`config.mk`:
```
export PLATFORM = sky130hd
export DESIGN_NAME = serial_frame_decoder_echo
export DESIGN_NICKNAME = d
export VERILOG_FILES = /design/src/hdl/sfd_pkg.sv /design/src/hdl/sfd_ram.sv /design/src/hdl/sfd_parser.sv /design/src/hdl/sfd_echo.sv /design/src/hdl/serial_frame_decoder_echo.sv
export SDC_FILE = /design/constraint.sdc
export NUM_CORES = 1
export LEC_CHECK = 0
export ABC_AREA = 1
export BUFFER_PORTS_ARGS = -buffer_cell sky130_fd_sc_hd__clkbuf_2
export CAP_MARGIN = 20
export CORE_MARGIN = 4
export CORE_UTILIZATION = 45
export CTS_BUF_LIST = sky130_fd_sc_hd__clkbuf_2
export CTS_CLUSTER_DIAMETER = 150
export CTS_CLUSTER_SIZE = 24
export DETAILED_ROUTE_END_ITERATION = 10
export HOLD_SLACK_MARGIN = 0.1
export PLACE_DENSITY = 0.65
export REMOVE_ABC_BUFFERS = 1
export SLEW_MARGIN = 30
export SYNTH_ARGS = -nofsm -noshare
export SYNTH_HDL_FRONTEND = slang
export SYNTH_SLANG_ARGS = --single-unit
```
`constraint.sdc`:
```
create_clock -name clk -period 2.7 [get_ports clk]
set_input_delay 0.27 -clock clk [delete_from_list [all_inputs] [get_ports clk]]
set_output_delay 0.27 -clock clk [all_outputs]
set_load 0.01 [all_outputs]
```
`src/hdl/sfd_pkg.sv`:
```
package sfd_pkg;

    // Largest payload that a frame may carry; longer frames are dropped.
    localparam int MAX_PAYLOAD = 32;

    localparam logic [7:0] START_BYTE = 8'hFE;

    // Bytes that precede the payload in a frame: start, two function, two length.
    localparam int HDR_BYTES = 5;

    localparam int ADDR_W = (MAX_PAYLOAD > 1) ? $clog2(MAX_PAYLOAD) : 1;
    localparam int IDX_W  = $clog2(MAX_PAYLOAD + 1);
    localparam int SEQ_W  = $clog2(MAX_PAYLOAD + HDR_BYTES + 2);

    // Positions of the header bytes in an echoed frame.
    localparam logic [SEQ_W-1:0] SEQ_START   = SEQ_W'(0);
    localparam logic [SEQ_W-1:0] SEQ_FUNC_HI = SEQ_W'(1);
    localparam logic [SEQ_W-1:0] SEQ_FUNC_LO = SEQ_W'(2);
    localparam logic [SEQ_W-1:0] SEQ_LEN_HI  = SEQ_W'(3);
    localparam logic [SEQ_W-1:0] SEQ_LEN_LO  = SEQ_W'(4);

    typedef enum logic [2:0] {
        PH_WAIT    = 3'd0,
        PH_FUNC_HI = 3'd1,
        PH_FUNC_LO = 3'd2,
        PH_LEN_HI  = 3'd3,
        PH_LEN_LO  = 3'd4,
        PH_PAYLOAD = 3'd5,
        PH_CHECK   = 3'd6
    } parse_phase_t;

    typedef enum logic [1:0] {
        ECHO_IDLE  = 2'd0,
        ECHO_FETCH = 2'd1,
        ECHO_LOAD  = 2'd2
    } echo_state_t;

    // Handed from the parser to the echo sequencer.
    typedef struct packed {
        logic        start;
        logic [15:0] func;
        logic [15:0] len;
        logic [7:0]  csum;
    } frame_info_t;

endpackage

```
`src/hdl/sfd_ram.sv`:
```
module sfd_ram #(
    parameter int WIDTH = 8,
    parameter int DEPTH = 32,
    localparam int AW = (DEPTH > 1) ? $clog2(DEPTH) : 1
) (
    input  logic             clk,
    input  logic             wr_en,
    input  logic [AW-1:0]    wr_addr,
    input  logic [WIDTH-1:0] wr_data,
    input  logic             rd_en,
    input  logic [AW-1:0]    rd_addr,
    output logic [WIDTH-1:0] rd_data
);

    logic [WIDTH-1:0] mem [DEPTH];

    always_ff @(posedge clk)
    begin
        if (wr_en)
        begin
            mem[wr_addr] <= wr_data;
        end
        if (rd_en)
        begin
            rd_data <= mem[rd_addr];
        end
    end

endmodule

```
`src/hdl/sfd_parser.sv`:
```
module sfd_parser (
    input  logic                       clk,
    input  logic                       rst_n,
    input  logic                       byte_en,
    input  logic [7:0]                 rx_byte,
    output logic                       wr_en,
    output logic [sfd_pkg::ADDR_W-1:0] wr_addr,
    output logic [7:0]                 wr_data,
    output sfd_pkg::frame_info_t       info
);

    import sfd_pkg::*;

    parse_phase_t     phase_reg, phase_next;
    logic [15:0]      func_reg, func_next;
    logic [15:0]      len_reg, len_next;
    logic [IDX_W-1:0] idx_reg, idx_next;
    logic [7:0]       csum_reg, csum_next;
    logic [IDX_W-1:0] idx_inc;
    logic             match;
    logic             frame_start;

    always_ff @(posedge clk or negedge rst_n)
    begin
        if (!rst_n)
        begin
            phase_reg <= PH_WAIT;
            func_reg  <= '0;
            len_reg   <= '0;
            idx_reg   <= '0;
            csum_reg  <= '0;
        end
        else
        begin
            phase_reg <= phase_next;
            func_reg  <= func_next;
            len_reg   <= len_next;
            idx_reg   <= idx_next;
            csum_reg  <= csum_next;
        end
    end

    assign idx_inc = idx_reg + IDX_W'(1);
    assign match   = (rx_byte == csum_reg);

    always_comb
    begin
        phase_next  = phase_reg;
        func_next   = func_reg;
        len_next    = len_reg;
        idx_next    = idx_reg;
        csum_next   = csum_reg;
        wr_en       = 1'b0;
        frame_start = 1'b0;
        if (byte_en)
        begin
            case (phase_reg)
                PH_WAIT:
                begin
                    if (rx_byte == START_BYTE)
                    begin
                        csum_next  = START_BYTE;
                        phase_next = PH_FUNC_HI;
                    end
                end
                PH_FUNC_HI:
                begin
                    func_next  = {rx_byte, 8'h00};
                    csum_next  = csum_reg ^ rx_byte;
                    phase_next = PH_FUNC_LO;
                end
                PH_FUNC_LO:
                begin
                    func_next  = {func_reg[15:8], rx_byte};
                    csum_next  = csum_reg ^ rx_byte;
                    phase_next = PH_LEN_HI;
                end
                PH_LEN_HI:
                begin
                    len_next   = {rx_byte, 8'h00};
                    csum_next  = csum_reg ^ rx_byte;
                    phase_next = PH_LEN_LO;
                end
                PH_LEN_LO:
                begin
                    len_next  = {len_reg[15:8], rx_byte};
                    csum_next = csum_reg ^ rx_byte;
                    idx_next  = '0;
                    if (len_next > 16'(MAX_PAYLOAD))
                    begin
                        phase_next = PH_WAIT;
                    end
                    else if (len_next == 16'd0)
                    begin
                        phase_next = PH_CHECK;
                    end
                    else
                    begin
                        phase_next = PH_PAYLOAD;
                    end
                end
                PH_PAYLOAD:
                begin
                    wr_en     = 1'b1;
                    csum_next = csum_reg ^ rx_byte;
                    idx_next  = idx_inc;
                    // The length was bounded at the header, so this also stops at the store end.
                    if (16'(idx_inc) >= len_reg)
                    begin
                        phase_next = PH_CHECK;
                    end
                end
                PH_CHECK:
                begin
                    frame_start = match;
                    phase_next  = PH_WAIT;
                end
                default:
                begin
                    phase_next = PH_WAIT;
                end
            endcase
        end
    end

    assign wr_addr = idx_reg[ADDR_W-1:0];
    assign wr_data = rx_byte;
    assign info    = '{start: frame_start, func: func_reg, len: len_reg, csum: csum_reg};

endmodule

```
`src/hdl/sfd_echo.sv`:
```
module sfd_echo (
    input  logic                       clk,
    input  logic                       rst_n,
    input  sfd_pkg::frame_info_t       info,
    output logic                       busy,
    output logic                       rd_en,
    output logic [sfd_pkg::ADDR_W-1:0] rd_addr,
    input  logic [7:0]                 rd_data,
    output logic                       m_tvalid,
    input  logic                       m_tready,
    output logic [7:0]                 m_tdata,
    output logic                       m_tlast
);

    import sfd_pkg::*;

    echo_state_t      state_reg, state_next;
    logic [SEQ_W-1:0] seq_reg, seq_next;
    logic             out_valid_reg, out_valid_next;
    logic [7:0]       out_data_reg, out_data_next;
    logic             out_last_reg, out_last_next;
    logic [SEQ_W-1:0] last_seq;
    logic             in_payload;
    logic             load;
    logic             is_last;
    logic [7:0]       sel_byte;

    always_ff @(posedge clk or negedge rst_n)
    begin
        if (!rst_n)
        begin
            state_reg     <= ECHO_IDLE;
            seq_reg       <= '0;
            out_valid_reg <= 1'b0;
        end
        else
        begin
            state_reg     <= state_next;
            seq_reg       <= seq_next;
            out_valid_reg <= out_valid_next;
        end
    end

    always_ff @(posedge clk)
    begin
        out_data_reg <= out_data_next;
        out_last_reg <= out_last_next;
    end

    // A valid frame has at most MAX_PAYLOAD bytes, so the low bits carry the length.
    assign last_seq   = info.len[SEQ_W-1:0] + SEQ_W'(HDR_BYTES);
    assign in_payload = (seq_reg >= SEQ_W'(HDR_BYTES)) && (seq_reg < last_seq);
    assign is_last    = (seq_reg == last_seq);
    assign rd_addr    = ADDR_W'(seq_reg - SEQ_W'(HDR_BYTES));

    always_comb
    begin
        case (seq_reg)
            SEQ_START:   sel_byte = START_BYTE;
            SEQ_FUNC_HI: sel_byte = info.func[15:8];
            SEQ_FUNC_LO: sel_byte = info.func[7:0];
            SEQ_LEN_HI:  sel_byte = info.len[15:8];
            SEQ_LEN_LO:  sel_byte = info.len[7:0];
            default:     sel_byte = is_last ? info.csum : rd_data;
        endcase
    end

    always_comb
    begin
        state_next     = state_reg;
        seq_next       = seq_reg;
        rd_en          = 1'b0;
        load           = 1'b0;
        out_valid_next = out_valid_reg && !m_tready;
        out_data_next  = out_data_reg;
        out_last_next  = out_last_reg;
        case (state_reg)
            ECHO_IDLE:
            begin
                if (info.start)
                begin
                    seq_next   = '0;
                    state_next = ECHO_FETCH;
                end
            end
            ECHO_FETCH:
            begin
                rd_en      = in_payload;
                state_next = ECHO_LOAD;
            end
            ECHO_LOAD:
            begin
                if (!out_valid_reg || m_tready)
                begin
                    load           = 1'b1;
                    out_valid_next = 1'b1;
                    out_data_next  = sel_byte;
                    out_last_next  = is_last;
                    if (is_last)
                    begin
                        state_next = ECHO_IDLE;
                    end
                    else
                    begin
                        seq_next   = seq_reg + SEQ_W'(1);
                        state_next = ECHO_FETCH;
                    end
                end
            end
            default:
            begin
                state_next = ECHO_IDLE;
            end
        endcase
    end

    assign busy     = (state_reg != ECHO_IDLE);
    assign m_tvalid = out_valid_reg;
    assign m_tdata  = out_data_reg;
    assign m_tlast  = out_last_reg;

`ifndef SYNTHESIS
    a_start_idle: assert property (@(posedge clk) disable iff (!rst_n)
        info.start |-> (state_reg == ECHO_IDLE))
        else $error("frame start while an echo is running");

    a_seq_bound: assert property (@(posedge clk) disable iff (!rst_n)
        busy |-> (seq_reg <= last_seq))
        else $error("echo position ran past the checksum byte");

    a_last_ends: assert property (@(posedge clk) disable iff (!rst_n)
        (load && is_last) |=> (state_reg == ECHO_IDLE) && m_tvalid && m_tlast)
        else $error("checksum byte did not end the echo");

    a_no_rd_hdr: assert property (@(posedge clk) disable iff (!rst_n)
        rd_en |-> (state_reg == ECHO_FETCH) && !is_last)
        else $error("store read outside the payload");
`endif

endmodule

```
`src/hdl/serial_frame_decoder_echo.sv`:
```
// Serial frame decoder with echo.
// The slave channel (s_tvalid, s_tready, s_tdata) takes one received serial
// byte per word. The decoder hunts for the start byte 0xFE, then reads a
// 16-bit function code and a 16-bit length (both MSB first), the payload and
// an XOR checksum. Payload bytes go into a 32-entry synchronous RAM.
// When the checksum matches, the master channel (m_tvalid, m_tready, m_tdata,
// m_tlast) sends the whole frame back, 6 + length words, with m_tlast on the
// checksum word. A bad checksum, or a length above 32, drops the frame silently.
// Throughput: while parsing, one byte is taken every cycle. Once the checksum
// word is taken, the sequencer steps from idle to fetch to load, and the load
// puts the first echo word into the output register. Each later word takes a
// fetch and then a load over the single RAM read port, and s_tready stays low
// for the whole echo. The input reopens as soon as the checksum word sits in
// the output register, even if the receiver has not taken it yet.
// When the receiver holds m_tready low, the output register keeps its word
// and the sequencer waits. Reset (rst_n low) returns the decoder to hunting
// for a start byte and empties the output register; the RAM is not cleared.
module serial_frame_decoder_echo (
    input  logic       clk,
    input  logic       rst_n,
    input  logic       s_tvalid,
    output logic       s_tready,
    input  logic [7:0] s_tdata,   // [7:0] rx_byte
    output logic       m_tvalid,
    input  logic       m_tready,
    output logic [7:0] m_tdata,   // [7:0] tx_byte
    output logic       m_tlast
);

    import sfd_pkg::*;

    frame_info_t       info;
    logic              busy;
    logic              byte_en;
    logic              wr_en;
    logic [ADDR_W-1:0] wr_addr;
    logic [7:0]        wr_data;
    logic              rd_en;
    logic [ADDR_W-1:0] rd_addr;
    logic [7:0]        rd_data;

    // Input is held off for the length of an echo burst.
    assign s_tready = !busy;
    assign byte_en  = s_tvalid && s_tready;

    sfd_parser u_parser (
        .clk     (clk),
        .rst_n   (rst_n),
        .byte_en (byte_en),
        .rx_byte (s_tdata),
        .wr_en   (wr_en),
        .wr_addr (wr_addr),
        .wr_data (wr_data),
        .info    (info)
    );

    sfd_ram #(
        .WIDTH (8),
        .DEPTH (MAX_PAYLOAD)
    ) u_ram (
        .clk     (clk),
        .wr_en   (wr_en),
        .wr_addr (wr_addr),
        .wr_data (wr_data),
        .rd_en   (rd_en),
        .rd_addr (rd_addr),
        .rd_data (rd_data)
    );

    sfd_echo u_echo (
        .clk      (clk),
        .rst_n    (rst_n),
        .info     (info),
        .busy     (busy),
        .rd_en    (rd_en),
        .rd_addr  (rd_addr),
        .rd_data  (rd_data),
        .m_tvalid (m_tvalid),
        .m_tready (m_tready),
        .m_tdata  (m_tdata),
        .m_tlast  (m_tlast)
    );

endmodule
```
==> Yosys cells after proc, flatten, opt, wreduce, memory -nomap -nowiden <==
Memories as Yosys holds them, arrays and structs flattened. A register that Yosys moved wholly into a read port is not among the register bits.
Cells that the tools add are included.
{ "word_totals": {"reg_bits": 67, "latch_bits": 0, "ramBits": 256, "romBits": 0, "inputBits": 12, "output_inout_bits": 11, "mem_count": 1} }
{ "mem_list": {"columns": ["memory", "words", "word_bits", "read_ports", "rd_ports_with_merged_regs", "wr", "line", "source"], "rows": [
  ["u_ram.mem", 32, 8, 1, 1, 1, "sfd_ram.sv:15", "logic [WIDTH-1:0] mem [DEPTH];"]
]} }
{ "classes": {"n_addsub": 4, "n_mul": 0, "div": 0, "magnitude_cmp": 4, "eq_ne": 20, "n_shift": 0, "n_mux": 29, "bitwise": 3, "reduce_logical": 28} }
{ "ops": {"columns": ["operator", "count"], "rows": [
  ["$pmux 16 s2", 2],
  ["$pmux 8 s5", 1],
  ["$pmux 6 s2", 2],
  ["$mux 6", 3],
  ["$pmux 3 s6", 1],
  ["$ge 6x16->1", 1],
  ["$gt 16x6->1 const B", 1],
  ["$logic_not 16->1", 1],
  ["$mux 8", 2],
  ["$pmux 8 s2", 1],
  ["$add 6x1->6 const B", 2],
  ["$eq 6x2->1 const B", 2],
  ["$reduce_and 3->1", 4],
  ["$reduce_bool 2->1", 6],
  ["$mux 1", 10],
  ["$reduce_and 2->1", 5],
  ["$eq 3x3->1 const B", 3],
  ["$mux 3", 3],
  ["$eq 8x8->1", 1],
  ["$eq 8x8->1 const B", 1],
  ["$xor 8x8->8", 1],
  ["$add 6x3->6 const B", 1],
  ["$eq 3x2->1 const B", 2],
  ["$eq 6x1->1 const B", 1],
  ["21 further kinds", 31]
]} }

==> Logic depth before layout (Yosys ltp) <==
{ "depth": {"word_depth": 6, "mapped_depth": 16} }

==> Hierarchy <==
From an unflattened synthesis, not the netlist that was laid out.
{ "hier_totals": {"hier_cells": 1483, "hier_area_um2": 15199.6} }
{ "by_module_without_submodules": {"columns": ["mod", "instances", "cells_each", "area_each_um2", "seq_area_each_um2"], "rows": [
  ["sfd_ram", 1, 922, 10866.7, 7927.6],
  ["sfd_parser", 1, 325, 2645.0, 1226.2],
  ["sfd_echo", 1, 233, 1674.1, 495.5],
  ["serial_frame_decoder_echo", 1, 3, 13.8, 0.0]
]} }

==> Least setup slack after synthesis <==
No wires, ideal clock.
{ "synth_timing": {"path_type": "reg-to-reg", "startpoint": "register u_parser.len_reg[0]", "endpoint": "register u_ram.rd_data[0], read port of u_ram.mem (enable)", "setup_time_ps": 389, "t_arrival_ps": 2268, "required_ps": 2311, "slack_ps": 43, "path_stages_with_launch": 12, "path_buffers": 0, "cell_sequence": "dfrtp_1 inv_1 o21ai_0 nand3_1 xor2_1 inv_1 ha_1 nand2_1 nor2_1 o21ai_0 o211ai_1 a311oi_1"} }
{ "synth_between": {"elab_chain_len": 4} }
{ "synth_rtl": {"columns": ["item", "line", "source"], "rows": [
  ["start: declaration", "sfd_parser.sv:16", "logic [15:0] len_reg, len_next;"],
  ["start signal: assignment", "sfd_parser.sv:37", "len_reg <= len_next;"],
  ["$add 6x3->6", "sfd_echo.sv:51", "assign last_seq = info.len[SEQ_W-1:0] + SEQ_W'(HDR_BYTES);"],
  ["$lt 6x6->1", "sfd_echo.sv:52", "assign in_payload = (seq_reg >= SEQ_W'(HDR_BYTES)) && (seq_reg < last_seq);"],
  ["$logic_and 1x1->1", "sfd_echo.sv:52", null],
  ["$mux 1", "sfd_echo.sv:77", "case (state_reg)"],
  ["named net rd_en", "serial_frame_decoder_echo.sv:38", "logic rd_en;"],
  ["end: declaration", "sfd_ram.sv:12", "output logic [WIDTH-1:0] rd_data"]
]} }
The timed path passes the listed nets, and every way through them passes these cells.
A chain may end at the register's enable or synchronous reset.

==> Worst setup path in the final report <==
{ "layout_timing": {"startpoint": "register u_parser.phase_reg[2]", "endpoint": "register u_parser.len_reg[12]"} }
{ "layout_between": {"elab_chain_len": 3, "word_cells_on_any_way": 4, "classes_between": "eq/ne (2); bitwise (1); reduce/logical (1)"} }
{ "layout_rtl": {"columns": ["item", "line", "source"], "rows": [
  ["start: declaration", "sfd_parser.sv:14", "parse_phase_t phase_reg, phase_next;"],
  ["start signal: assignment", "sfd_parser.sv:35", "phase_reg <= phase_next;"],
  ["$eq 3x3->1", "sfd_parser.sv:57", "case (phase_reg)"],
  ["$not 1->1 (no line)", null, null],
  ["$reduce_and 3->1 (no line) (*)", null, null]
]} }
Mark *: on every way between the ends. The rest lies on a longest branch, timed or not.

==> results.cfg <==
[global_routing]
grt_pass1_wl_um = 55600
grt_pass1_vias = 9390
grt_max_degree = 91
grt_usage = 0.199
antenna_found_initial = 4
gr-total-overflow = 0

[sta]
tightest_slew_ns = 0.713
relSlewSlack = 0.523
hold_violations = 0
report.final.slew_viol_count = 0
setup_viol = 0
fin_crit_sh = 0.937
grt_setup_unrepaired = no
clock.fmax_ghz = 0.395
min_period_ns = 2.53
clock-skew-final_ns = 0.0678

[worst_hold_path]
worstHoldPathType = in -> reg

[synthesis]
synth_area_per_cell_um2 = 11.2
syn_area_um2 = 14500
ys_seq_elements = 331
yosysSeqAreaShare = 0.665
yosysWarnings = 0
syn_inst = 1298
synth_cell_type_count = 38

[placement]
dp_hpwl_um = 22900
gp_congestion = 0.875
portBuffers = 22
dp.cells = 1729

[die]
rows = 65
core-area_um2 = 31600
io_pins = 23
initial_core_util = 0.458
fp.dieH_um = 188
dieArea_um2 = 35200
chipWidth_um = 188

[route]
routed-via-count = 10100
wirelength_um = 35800
drc = 0
drtIter0Drc = 1117
drtPass1Iterations = 7
vias_per_cell = 5.67
ant_nets = 0
wl_per_cell_um = 20.1

[worst_setup_path]
cp_max_fo = 16
worstSetupPathType = reg -> reg
end_kind = register
cp.required_ns = 3.57
crit_arrival_ns = 3.40
startpoint_type = register

[layout]
fin_util = 0.499
largest_reg_flops = 256
final_cell_mix = edfxtp_1 (273), nor2_1 (261), o21ai_0 (178)
drive_above_1_share = 0.113
layout.nets = 1399
layout.cells.non_filler = 1779
syn2layout_area_growth_pct = 8.77
layout_commonest_cell = edfxtp_1

[clock_tree]
clock-sinks = 331
cts_root_buf = clkbuf_2
clk_latency_ns = 0.92
clk_pin_slew_ns = 0.47
clockBufferDepth = 3
cts_max_level = 1
cts_tree = done
cts-buffers-inserted = 17

[run_status]
outcome = completed

[power]
switchingPower_uw = 7560
power_frac_clock = 0.101
peakVddDrop_mv = 0.668
p_int_uw = 9340
powerDensity_nw_per_um2 = 1070
p_comb_frac = 0.516
power_frac_seq = 0.383
leakage_uw = 0.00574
swShare = 0.447

[flow_run]
drv_cap = 0
==> cells in the mapped netlist, drive strengths merged <==
master	n	area, um^2
a21oi	6	41.3
a311oi	1	8.76
a31oi	2	12.5
buf	24	135
clkbuf	31	116
dfrtp	58	1450
edfxtp	273	8200
ha	22	275
inv	90	340
nand2	119	462
nand3	76	445
nand3b	1	7.51
nand4	4	25.0
nor2	265	1010
nor3	17	101
o211ai	70	526
o21ai	183	916
o22ai	34	213
or2	2	12.5
xnor2	3	33.8
xor2	17	175
==> logic make-up after synthesis <==
family,after synthesis,share of synthesized area
buf+inv,145,0.0408
fa+ha+maj,22,0.0190
compound gates,296,0.118
xor+xnor,20,0.0144
flops,331,0.665
simple gates,484,0.142
==> power by group through the flow <==
stage / clock [uW] / sequential (uW) / combinational [uW]
floorplan: 0 / 6640 / 5200
global placement: 0 / 6550 / 8550
detailed placement: 0 / 6570 / 8600
CTS: 1750 / 6460 / 8690
global route: 1960 / 6530 / 9760
finish: 1700 / 6470 / 8730
==> what timing repair did <==
action                     in CTS  in global routing
buffers inserted                0                  1
setup endpoints to repair       0                  8
hold endpoints to repair      376                  0
hold buffers                   18                  0
resized for setup               0                  5
==> path summary, 6_finish.rpt <==
check / start / to / slack [ns] / depth (start not counted)
worst max-delay path: u_parser.phase_reg[2]$_DFFE_PN0P_ / u_parser.len_reg[12]$_DFFE_PN0P_ / 0.17 / 10
min in group asynchronous: rst_n / u_parser.csum_reg[7]$_DFFE_PN0P_ / 0.37 / 4
worst min-delay path: m_tready / u_echo.state_reg[1]$_DFFE_PN0P_ / 0.20 / 5
max in group asynchronous: rst_n / u_echo.seq_reg[0]$_DFFE_PN0P_ / 1.90 / 4
worst min register to register: u_parser.func_reg[5]$_DFFE_PN0P_ / u_parser.func_reg[5]$_DFFE_PN0P_ / 0.56 / 2
worst max register to register: u_parser.phase_reg[2]$_DFFE_PN0P_ / u_parser.len_reg[12]$_DFFE_PN0P_ / 0.17 / 10
==> final cells by class <==
cell class	instances	area [um^2]
fillers	2779	15900
clock inverters	2	11.3
multi-input cells	822	4290
well taps	402	503
flip-flops and latches	331	9650
diodes	1	2.50
repair buffers	103	837
inverters	90	342
clock buffers	28	140
==> worst max-delay path: stages, from the launching register on <==
cell	delay [ns]
dfrtp_1	0.53
inv_1	0.11
nand2_1	0.07
nor2_1	0.10
inv_1	0.07
nor2_1	0.10
buf_4	0.20
nand3_1	0.08
dlygate4sd3_1	0.56
o21ai_0	0.07
dlygate4sd3_1	0.58
==> routing by layer <==
metal  vias up  share of wire  global-route usage  routed length, um
li1       4713              -                   -                  -
met1      4958           0.44               0.293              15700
met2       358           0.48               0.323              17000
met3        49          0.064              0.0201               2310
met4         8          0.021              0.0449                734
met5         -         0.0016                   0                 58
==> metrics by stage <==
| step | area (um^2) | TNS (ns) | hold WS, ns | total power, uW | setup slack, ns |
|---|---|---|---|---|---|
| floorplan | 14300 | -90.95 | -0.0256 | 11800 | -3.70 |
| global placement | 15400 | 0 | 0.273 | 15100 | 0.291 |
| detailed placement | 15400 | 0 | 0.272 | 15200 | 0.178 |
| CTS | 15800 | 0 | 0.120 | 16900 | 0.0568 |
| global route | 15800 | 0 | 0.122 | 18200 | 0.000534 |
| finish | 15800 | 0 | 0.198 | 16900 | 0.169 |
(Power assumes the default switching activity.)
